--- src/rtl/core/rle_mono_blit_to_color_unit_assert.svh ---
// Assertion macros used by the blitter pixel engine (rmb_back).
`ifndef RLE_MONO_BLIT_TO_COLOR_UNIT_ASSERT_SVH
`define RLE_MONO_BLIT_TO_COLOR_UNIT_ASSERT_SVH

`ifndef SYNTHESIS
`define RMB_ASSERT_CLK(label, clk, rst_n, prop, msg) \
	label: assert property (@(posedge clk) disable iff (!rst_n) prop) else $error(msg);
`define RMB_ASSERT_NEVER(label, clk, rst_n, cond, msg) \
	label: assert property (@(posedge clk) disable iff (!rst_n) !(cond)) else $error(msg);
`else
`define RMB_ASSERT_CLK(label, clk, rst_n, prop, msg)
`define RMB_ASSERT_NEVER(label, clk, rst_n, cond, msg)
`endif

`endif

--- src/rtl/core/rmb_pkg.sv ---
package rmb_pkg;

	localparam int unsigned SCREEN_STRIDE_DEF = 480;
	localparam int unsigned SCREEN_ROWS_DEF   = 320;

	localparam int unsigned COORD_W     = 9;
	localparam int unsigned XY_W        = COORD_W + 1;
	localparam int unsigned LIMIT_W     = XY_W + 1;
	localparam int unsigned POS_W       = 18;
	localparam int unsigned COLOR_W     = 16;
	localparam int unsigned LEN_W       = 8;
	localparam int unsigned CNT_W       = 3;
	localparam int unsigned GROUP_SIZE  = 4;
	localparam int unsigned SLOT_W      = 2;
	localparam int unsigned CFG_INDEX_W = 3;
	localparam int unsigned CFG_DATA_W  = 16;
	localparam int unsigned QUEUE_DEPTH = 2;

	typedef enum logic [CFG_INDEX_W-1:0] {
		REG_WINDOW_X       = 3'd0,
		REG_WINDOW_Y       = 3'd1,
		REG_IMAGE_WIDTH    = 3'd2,
		REG_OVERWRITE_MODE = 3'd3,
		REG_LIT_COLOR      = 3'd4,
		REG_DARK_COLOR     = 3'd5
	} cfg_reg_t;

	typedef struct packed {
		logic [COORD_W-1:0] window_x;
		logic [COORD_W-1:0] window_y;
		logic [COORD_W-1:0] image_width;
		logic               overwrite_mode;
		logic [COLOR_W-1:0] lit_color;
		logic [COLOR_W-1:0] dark_color;
	} cfg_t;

	localparam cfg_t CFG_RESET = '{
		window_x:       9'd0,
		window_y:       9'd0,
		image_width:    9'd480,
		overwrite_mode: 1'b1,
		lit_color:      16'hFFFF,
		dark_color:     16'h0000
	};

	// one classified run word as queued for the pixel engine
	typedef struct packed {
		logic [LEN_W-1:0] run_length;
		logic             run_on;
		logic             image_start;
	} run_cmd_t;

endpackage

--- src/rtl/core/rmb_fifo.sv ---
module rmb_fifo (
	input  logic              clk,
	input  logic              arst_n,
	input  logic              push_valid,
	output logic              push_ready,
	input  rmb_pkg::run_cmd_t push_cmd,
	output logic              pop_valid,
	input  logic              pop_ready,
	output rmb_pkg::run_cmd_t pop_cmd
);

	localparam int unsigned DEPTH = rmb_pkg::QUEUE_DEPTH;
	localparam int unsigned PW    = (DEPTH > 1) ? $clog2(DEPTH) : 1;
	localparam int unsigned CW    = $clog2(DEPTH + 1);

	rmb_pkg::run_cmd_t entries_q [DEPTH];
	logic [PW-1:0]     wr_ptr_q;
	logic [PW-1:0]     rd_ptr_q;
	logic [CW-1:0]     count_q;
	logic              push;
	logic              pop;

	assign push_ready = count_q != CW'(DEPTH);
	assign pop_valid  = count_q != CW'(0);
	assign pop_cmd    = entries_q[rd_ptr_q];
	assign push       = push_valid && push_ready;
	assign pop        = pop_valid && pop_ready;

	always_ff @(posedge clk) begin
		if (push) begin
			entries_q[wr_ptr_q] <= push_cmd;
		end
	end

	always_ff @(posedge clk or negedge arst_n) begin
		if (!arst_n) begin
			wr_ptr_q <= '0;
			rd_ptr_q <= '0;
			count_q  <= '0;
		end else begin
			if (push) begin
				wr_ptr_q <= (wr_ptr_q == PW'(DEPTH - 1)) ? '0 : wr_ptr_q + PW'(1);
			end
			if (pop) begin
				rd_ptr_q <= (rd_ptr_q == PW'(DEPTH - 1)) ? '0 : rd_ptr_q + PW'(1);
			end
			if (push && !pop) begin
				count_q <= count_q + CW'(1);
			end else if (pop && !push) begin
				count_q <= count_q - CW'(1);
			end
		end
	end

endmodule

--- config.mk ---
export PLATFORM = sky130hd
export DESIGN_NAME = rmb_fifo
export DESIGN_NICKNAME = d
export VERILOG_FILES = /design/src/rtl/core/rle_mono_blit_to_color_unit_assert.svh /design/src/rtl/core/rmb_pkg.sv /design/src/rtl/core/rmb_fifo.sv
export SDC_FILE = /design/constraint.sdc
export NUM_CORES = 1
export LEC_CHECK = 0
export ABC_AREA = 1
export BUFFER_PORTS_ARGS = -buffer_cell sky130_fd_sc_hd__buf_2
export CORE_UTILIZATION = 35
export DETAILED_ROUTE_END_ITERATION = 10
export GPL_TIMING_DRIVEN = 0
export HOLD_SLACK_MARGIN = 0.15
export PLACE_DENSITY = 0.61
export SYNTH_ARGS = -nofsm -noshare
export SYNTH_HDL_FRONTEND = slang
export SYNTH_SLANG_ARGS = --single-unit
export TNS_END_PERCENT = 50
--- constraint.sdc ---
create_clock -name clk -period 1.97 [get_ports clk]
set_clock_uncertainty 0.05 [all_clocks]
set_input_delay 0.197 -clock clk [delete_from_list [all_inputs] [get_ports clk]]
set_output_delay 0.197 -clock clk [all_outputs]
set_load 0.02 [all_outputs]
==> flow_metrics.tcl <==
set metrics [dict create \
    final_common_cell "nand2_1" \
    synth.avg_cell_area_um2 12.0 \
    grt_max_degree 15 \
    post_cts_resize_count 0 \
    root_buffer "clkbuf_4" \
    r2r_cells 4 \
    synth-seq-cells 24 \
    die_h_um 54.8 \
    drt-total-wl_um 1660 \
    core_um2 2540 \
    switchingPower_uw 708 \
    start_kind "register" \
    cp.arrival_ns 1.62 \
    whs_path_depth 1 \
    viasPerCell 4.29 \
    holdWs_ns 0.499 \
    synth_compound_area_share_pct 0 \
    combPwrFrac_pct 41.4 \
    yosys.area_share.simple_pct 19.9 \
    cts.clk_slew.worst_paths_ns 0.12 \
    fmax_mhz 581 \
    critPathMostFrequentCell "nand2_4" \
    min_period_ns 1.72 \
    htree_levels 1 \
    cp_max_fo 10 \
    top_usage_layer "met2" \
    syn_inst 81 \
    drt-pass1-iter-count 4 \
    hold_path.class "reg2reg" \
    maxSlewHeadroom_pct 42.5 \
    grt_pass1_vias 620 \
    cp.buffers_inverters 1 \
    postCtsSetupBuffers 0 \
    start_util_pct 38.3 \
    clk_latency_ns 0.31 \
    rsz0062_at_grt "false" \
    dieArea_um2 3000 \
    final_cell_mix "nand2_1 (36), buf_2 (26), edfxtp_1 (20)" \
    grtUsageTotal_pct 12.9 \
    clk_path_buf_depth 2 \
    drc 0 \
    seq_area_frac_synth_pct 71.9 \
    clockPowerShare_pct 18.1 \
    numCtsBuffers 3 \
    cp_data_required_time_ns 1.87 \
    grtUsageMet2_pct 21.1 \
    synth_top_family_by_area "simple AND/OR/NAND/NOR gates" \
    regArea_um2 701 \
    syn_area_um2 975 \
    met1_usage_pct 16.0 \
    grt_pass1_wl_um 2600 \
    dp_cells 136 \
    cp-end-kind "register" \
    total_power_mw 1.89 \
    cts.hold.buffers_added 14 \
    tightestPinTransition_ns 0.859 \
    crit_family "simple AND/OR/NAND/NOR gates" \
    drt_iter0_drc 16 \
    antenna_found_initial 0 \
    drive_above_1_share_pct 30.6 \
    internal-power_mw 1.18 \
    crit_cells 4 \
    hpwl_um 1120 \
    cts_tree "yes" \
    setup_viol 0 \
    wl_per_cell_um 10.8 \
    max_stage_delay_ns 0.65 \
    io_pins 26 \
    period_share_pct 87.4 \
    yosysUniqueCellTypes 15 \
    powerDensity_nw_per_um2 1420 \
    gr-total-overflow 0 \
    crit_slowest_cell "nor2_1" \
    status "finished clean" \
    final_area_um2 1330 \
    setup.worst_path.class "reg2reg" \
    cap_violations 0 \
    fin_nets 140 \
    ir_drop_uv 776 \
    met3_usage_pct 1.67 \
    synth_nets 96 \
    cts.sinks 24 \
    switching_share_pct 37.4 \
    final_cells 154 \
    slew_viol_final 0 \
    tns_ns 0 \
    leakagePower_nw 0.611 \
    fill_cells 234 \
    detailroute.via_count 660 \
    r2r_slack_ns 0.25 \
    synthMuxAreaShare_pct 0 \
    num_rows 18 \
    area_growth_pct 36.5 \
    yosys.area_share.xor_xnor_pct 2.57 \
    io_buffers 25 \
    hold_violations 0 \
    dpl_cell_area_um2 1140 \
    synth_fa_ha_area_share_pct 1.28 \
    ant_nets 0 \
    yosysWarningCount 0 \
    power_frac_seq_pct 40.6 \
    cp_cell_sequence "inv_2 -> nand2_4 -> nand2_4 -> nor2_1" \
    n_antenna_cell 0 \
    multi_input_area_um2 231 \
    die-width_um 54.8 \
    gp_congestion 0.729 \
]
## logic make-up (layout without fill, tap and decap cells)
logic type / Yosys count / after routing
DFF: 24 / 24
and+or+nand+nor: 45 / 45
xor gates and xnor gates: 2 / 2
adders and majority gates: 1 / 1
buffers and inverters: 9 / 52
## power by group through the flow
stage                     Clock, mW  Combinational, mW  Sequential [mW]
after floorplan                   0              0.553            0.766
after global placement            0              0.764            0.771
after detailed placement          0              0.778            0.779
after CTS                     0.356              0.803            0.767
after global routing          0.366              0.883            0.781
final                         0.341              0.782            0.767
## area by class of cell
class                           count  share of cell area, %
Multi-Input combinational cell     48                   17.4
Inverter                            7                   1.98
Tap cell                           30                   2.82
Timing Repair Buffer               39                   19.9
Sequential cell                    24                   52.7
Clock inverter                      1                   2.26
Clock buffer                        3                   1.69
Buffer                              2                   1.22
## per-layer routing
metal	vias up	routed length, um	share of wire (%)
met5	-	0	0
met4	0	11	0.66
met3	2	60	3.6
met2	13	876	53
met1	298	707	43
li1	347	-	-
## registers in the layout, summed over array words and instances (netlist names)
name and cells:
count_q 2, entries_q 20, rd_ptr_q 1, wr_ptr_q 1
## stage by stage
stage	worst slack, ns	util [%]
floorplan	0.479	-
global placement	0.276	44.7
detailed placement	0.234	44.7
CTS	0.220	52.3
global route	0.135	52.3
finish	0.249	52.3
## worst paths after layout
kind,endpoint,from
min in group asynchronous,rd_ptr_q,arst_n
hold reg to reg,count_q[0],count_q[0]
setup / recovery,entries_q[0][8],count_q[0]
hold / removal,count_q[0],count_q[0]
max in group asynchronous,count_q[0],arst_n
setup reg to reg,entries_q[0][8],count_q[0]
## Yosys cell counts
cell      count  area share [%]
nand2_1      36              14
nor2_1        2            0.77
xor2_2        1             1.7
buf_6         1             1.2
ha_1          1             1.3
nand2_2       2             1.3
nand4_1       1            0.64
xnor2_1       1            0.90
nand3_1       2             1.0
inv_2         2            0.77
edfxtp_1     20              62
inv_1         5             1.9
nand2_4       2             2.3
dfrtp_1       4              10
buf_2         1            0.51
No activity file was read; power rests on OpenSTA's default activity.
