$ cat src/rtl/core/rle_mono_blit_to_color_unit_assert.svh
// Assertion macros used by the blitter pixel engine (rmb_back).
`ifndef RLE_MONO_BLIT_TO_COLOR_UNIT_ASSERT_SVH
`define RLE_MONO_BLIT_TO_COLOR_UNIT_ASSERT_SVH

`ifndef SYNTHESIS
`define RMB_ASSERT_CLK(label, clk, rst_n, prop, msg) \
	label: assert property (@(posedge clk) disable iff (!rst_n) prop) else $error(msg);
`define RMB_ASSERT_NEVER(label, clk, rst_n, cond, msg) \
	label: assert property (@(posedge clk) disable iff (!rst_n) !(cond)) else $error(msg);
`else
`define RMB_ASSERT_CLK(label, clk, rst_n, prop, msg)
`define RMB_ASSERT_NEVER(label, clk, rst_n, cond, msg)
`endif

`endif

$ cat src/rtl/core/rmb_pkg.sv
package rmb_pkg;

	localparam int unsigned SCREEN_STRIDE_DEF = 480;
	localparam int unsigned SCREEN_ROWS_DEF   = 320;

	localparam int unsigned COORD_W     = 9;
	localparam int unsigned XY_W        = COORD_W + 1;
	localparam int unsigned LIMIT_W     = XY_W + 1;
	localparam int unsigned POS_W       = 18;
	localparam int unsigned COLOR_W     = 16;
	localparam int unsigned LEN_W       = 8;
	localparam int unsigned CNT_W       = 3;
	localparam int unsigned GROUP_SIZE  = 4;
	localparam int unsigned SLOT_W      = 2;
	localparam int unsigned CFG_INDEX_W = 3;
	localparam int unsigned CFG_DATA_W  = 16;
	localparam int unsigned QUEUE_DEPTH = 2;

	typedef enum logic [CFG_INDEX_W-1:0] {
		REG_WINDOW_X       = 3'd0,
		REG_WINDOW_Y       = 3'd1,
		REG_IMAGE_WIDTH    = 3'd2,
		REG_OVERWRITE_MODE = 3'd3,
		REG_LIT_COLOR      = 3'd4,
		REG_DARK_COLOR     = 3'd5
	} cfg_reg_t;

	typedef struct packed {
		logic [COORD_W-1:0] window_x;
		logic [COORD_W-1:0] window_y;
		logic [COORD_W-1:0] image_width;
		logic               overwrite_mode;
		logic [COLOR_W-1:0] lit_color;
		logic [COLOR_W-1:0] dark_color;
	} cfg_t;

	localparam cfg_t CFG_RESET = '{
		window_x:       9'd0,
		window_y:       9'd0,
		image_width:    9'd480,
		overwrite_mode: 1'b1,
		lit_color:      16'hFFFF,
		dark_color:     16'h0000
	};

	// one classified run word as queued for the pixel engine
	typedef struct packed {
		logic [LEN_W-1:0] run_length;
		logic             run_on;
		logic             image_start;
	} run_cmd_t;

endpackage

$ cat src/rtl/core/rmb_if.sv
interface rmb_in_if;
	logic                      valid;
	logic                      ready;
	logic [rmb_pkg::LEN_W-1:0] run_length;
	logic                      image_start;

	modport source (output valid, output run_length, output image_start, input ready);
	modport sink (input valid, input run_length, input image_start, output ready);
endinterface


$ cat src/rtl/core/rmb_front.sv
module rmb_front (
	input  logic              clk,
	input  logic              arst_n,
	rmb_in_if.sink            run_in,
	input  logic              clearing,
	output logic              push_valid,
	input  logic              push_ready,
	output rmb_pkg::run_cmd_t push_cmd
);

	logic parity_q;
	logic run_on_c;
	logic drop_c;
	logic accept_c;

	// image start forces an off run and restarts the alternation
	assign run_on_c = !run_in.image_start && parity_q;
	// an empty run that does not start an image only flips the parity
	assign drop_c   = (run_in.run_length == '0) && !run_in.image_start;

	assign run_in.ready = !clearing && (drop_c || push_ready);
	assign push_valid   = run_in.valid && !clearing && !drop_c;
	assign accept_c     = run_in.valid && run_in.ready;

	assign push_cmd.run_length  = run_in.run_length;
	assign push_cmd.run_on      = run_on_c;
	assign push_cmd.image_start = run_in.image_start;

	always_ff @(posedge clk or negedge arst_n) begin
		if (!arst_n) begin
			parity_q <= 1'b0;
		end else if (accept_c) begin
			parity_q <= !run_on_c;
		end
	end

endmodule

$ cat src/flat_wrapper.sv
// flat-port wrapper written by rule: the top's interface ports become plain ports
module rmb_front_flat 
  (clk, arst_n, clearing, push_valid, push_ready, push_cmd, run_in_valid, run_in_run_length, run_in_image_start, run_in_ready);
  rmb_in_if run_in_i ();
  input  logic clk;
  input  logic arst_n;
  input  logic clearing;
  output logic push_valid;
  input  logic push_ready;
  output rmb_pkg::run_cmd_t push_cmd;
  input wire logic [$bits(run_in_i.valid)-1:0] run_in_valid;
  input wire logic [$bits(run_in_i.run_length)-1:0] run_in_run_length;
  input wire logic [$bits(run_in_i.image_start)-1:0] run_in_image_start;
  output wire logic [$bits(run_in_i.ready)-1:0] run_in_ready;
  assign run_in_i.valid = run_in_valid;
  assign run_in_i.run_length = run_in_run_length;
  assign run_in_i.image_start = run_in_image_start;
  assign run_in_ready = run_in_i.ready;
  rmb_front u_core (.clk(clk), .arst_n(arst_n), .run_in(run_in_i), .clearing(clearing), .push_valid(push_valid), .push_ready(push_ready), .push_cmd(push_cmd));
endmodule
$ cat config.mk
export PLATFORM = sky130hd
export DESIGN_NAME = rmb_front_flat
export DESIGN_NICKNAME = d
export VERILOG_FILES = /design/src/rtl/core/rle_mono_blit_to_color_unit_assert.svh /design/src/rtl/core/rmb_pkg.sv /design/src/rtl/core/rmb_if.sv /design/src/rtl/core/rmb_front.sv /design/src/flat_wrapper.sv
export SDC_FILE = /design/constraint.sdc
export NUM_CORES = 1
export LEC_CHECK = 0
export BUFFER_PORTS_ARGS = -buffer_cell sky130_fd_sc_hd__buf_2
export CAP_MARGIN = 20
export CORE_AREA = 8 8 45 47
export DETAILED_ROUTE_END_ITERATION = 10
export DIE_AREA = 0 0 53 55
export PLACE_DENSITY = 0.39
export SLEW_MARGIN = 15
export SYNTH_ARGS = -nofsm -noshare
export SYNTH_HDL_FRONTEND = slang
export SYNTH_SLANG_ARGS = --single-unit
$ cat constraint.sdc
create_clock -name clk -period 0.99 [get_ports clk]
set_clock_uncertainty 0.05 [all_clocks]
set_input_delay 0.0495 -clock clk [delete_from_list [all_inputs] [get_ports clk]]
set_output_delay 0.0495 -clock clk [all_outputs]
set_load 0.005 [all_outputs]
==> results.txt <==
----------------------------------------------------
[Run status]
  Result of the run ... finished, final reports clean

[Die]
  Number of rows in the core area ... 14
  Placeable core area ... 1384 µm²
  Die outline height ... 55 µm
  Initial core utilization ... 0.1239
  Die Wd ... 53 µm
  I/O pin total ... 26
  Total Die Area ... 2915 µm²

[Synth]
  Number of library cell types mapped by synthesis ... 10
  Warnings, synthesis ... 0
  Post-synthesis sequential area ratio ... 0.1460
  Total nets after synthesis ... 35
  Avg Synthesized Cell Area ... 8.163 µm²
  Number of register bits inferred by synthesis ... 1
  Instance count of the mapped netlist ... 21
  Netlist area before placement ... 171.4 µm²

[STA]
  Period minus WS final ... 0.9766 ns
  Slew of the pin with the lowest slew margin ... 0.2386 ns
  Worst slew slack as a fraction of its limit ... 0.8397
  Setup violators final ... 0
  Post-route fraction of the period consumed by the critical path ... 0.9865
  Setup repair after global routing missed its margin ... yes
  Max Clk Rate ... 1024 MHz
  Count of endpoints failing hold in the final timing report ... 0
  Max-slew violation count ... 0

[Worst setup path]
  Endpoint of the worst setup timing path ... u_core.parity_q$_DFFE_PN0P_
  Critical path class ... in -> reg
  R2r startpoint ... u_core.parity_q$_DFFE_PN0P_
  Startpoint Class ... input pin
  R2r worst-path depth ... 2
  Maximum fanout count along the critical path ... 3
  Kind of end point of the critical path ... flop
  Worst flop-to-flop path endpoint ... u_core.parity_q$_DFFE_PN0P_
  Worst reg2reg setup slack ... 0.12 ns
  Data required, critical path ... 0.81 ns
  Data arrival time at the worst-slack endpoint ... 0.80 ns
  Crit path from ... run_in_run_length[7]

[Final layout]
  Register with the most flip-flops ... u_core.parity_q
  Antenna Cells ... 0
  Leading cell type in the layout, fill and taps excluded ... sky130_fd_sc_hd__buf_2
  Share of final-layout standard cells stronger than drive strength 1 ... 0.7692
  Count of placed standard cells in the final layout, fillers left out ... 55
  Biggest registers after layout ... u_core.parity_q x1
  Post-route standard cell area excluding fillers ... 297.8 µm²
  Final layout net count ... 55
  Most frequent cells in the layout ... 23 x sky130_fd_sc_hd__buf_2, 2 x sky130_fd_sc_hd__nor2_1, 2 x sky130_fd_sc_hd__buf_8, 2 x sky130_fd_sc_hd__buf_4
  Max reg flops ... 1
  Syn-to-layout area delta ... 73.72%
  Filler Cells Inserted ... 158

[Detailed routing]
  WL met2 ... 208 µm
  First-pass iteration count of the detailed router ... 4
  Remaining DRCs ... 0
  Top metal layer carrying routed signals ... met3
  Average routed wire per standard cell ... 10.96 µm
  Detailed-route wire length on metal 1 ... 292 µm
  1st-iter DRT viols ... 3
  Total via count after detailed routing ... 204
  Number of routed nets with antenna violations ... 0
  Routed via count divided by cell count ... 3.709
  Final WL ... 603 µm
  Routed met3 length ... 101 µm

[Pwr]
  Leak Pwr ... 0.0001536 µW
  Maximum resistive drop on vdd ... 0.1638 mV
  Ratio of total power to cell area ... 555.4 nW/µm²

[Placement]
  Number of I/O port buffers ... 25
  Half-perimeter wire length after detailed placement ... 539.9 µm
  Number of placed cells counting well taps ... 52
  Instance area after placement ... 241.5 µm²
  Global placement routability congestion ... 0.6726

[Clock network]
  Clock insertion delay at the later pin of the skew report ... 0 ns
  Worst-path clk slew ... 0 ns

[Global routing]
  Global-route usage over all layers ... 0.03821
  Via count of the first global-routing pass ... 214
  Antenna violations before repair ... 0
  Maximum number of pins on one net before global-route repair ... 4
  Global-route congestion overflow total ... 0
  Wire length of the first global-routing pass ... 890 µm

[Min path]
  Type of the most critical hold path ... in -> out

[Flow run]
  Max Cap Violations ... 0

----------------------------------------------------
## cell type report
type	count	area, µm²	area share
tap	16	20.02	0.06723
multi-input combinational	10	82.58	0.2773
sequential	1	25.02	0.08403
timing repair buffer	28	170.2	0.5714
## worst min path at each step
stage               cells after the start                          end                 start
floorplan                               0  u_core.parity_q$_DFFE_PN0P_                arst_n
global placement                        1  u_core.parity_q$_DFFE_PN0P_                arst_n
detailed placement                      1  u_core.parity_q$_DFFE_PN0P_                arst_n
CTS                                     2                  push_cmd[9]  run_in_run_length[7]
global route                            2                  push_cmd[9]  run_in_run_length[7]
finish                                  2                  push_cmd[9]  run_in_run_length[7]
## logic make-up after synthesis
family          synth area share
simple gates              0.2701
buf+inv                   0.4379
compound gates            0.1460
flops                     0.1460
## critical path, stage by stage
cell	delay (ns)
sky130_fd_sc_hd__buf_8	0.10
sky130_fd_sc_hd__nor4_4	0.29
sky130_fd_sc_hd__a31oi_2	0.14
sky130_fd_sc_hd__o21ai_1	0.13
sky130_fd_sc_hd__o31ai_1	0.08
## Yosys cell counts
master	count	area [µm²]
sky130_fd_sc_hd__o31ai_1	1	7.510
sky130_fd_sc_hd__nor3_1	1	5.000
sky130_fd_sc_hd__a31oi_1	2	12.51
sky130_fd_sc_hd__dfrtp_1	1	25.02
sky130_fd_sc_hd__nor4_4	1	21.27
sky130_fd_sc_hd__nor2b_1	1	6.260
sky130_fd_sc_hd__nand2b_1	1	6.260
sky130_fd_sc_hd__o21ai_0	1	5.000
sky130_fd_sc_hd__nor2_1	2	7.510
sky130_fd_sc_hd__buf_4	10	75.07
## layer usage
layer,vias to the layer above,track usage
met1,82,0.05758
met2,20,0.05078
met3,0,0.01604
li1,102,-
met4,0,0
met5,-,0
## report_power, final
group	switching, µW	internal, µW
Combinational	46.9	65.6
Clock	0	0
Sequential	3.26	49.7
Total	50.1	115
## per-stage QoR
stage	utilization	setup slack [ns]	setup TNS (ns)	hold slack, ns	power, µW
after global routing	0.2152	-0.1026	-0.1026	0.2350	179.8
after CTS	0.2125	-0.01158	-0.01158	0.2350	166.7
after global placement	0.1745	-0.06137	-0.06137	-0.2246	147.1
final	0.2152	0.01341	0	0.2248	165.4
after floorplan	-	0.1371	0	-0.2961	112.8
after detailed placement	0.1745	-0.05495	-0.05495	-0.2241	147.9
## timing repair
action                                  4_1_cts  5_1_grt
hold endpoints to repair                      1        0
endpoints found under the setup margin        1        1
resized for setup                             8        1
hold buffers                                  1        0
pin swaps                                     4        3
setup buffers                                 2        0
Power figures use the tool's default switching activity.
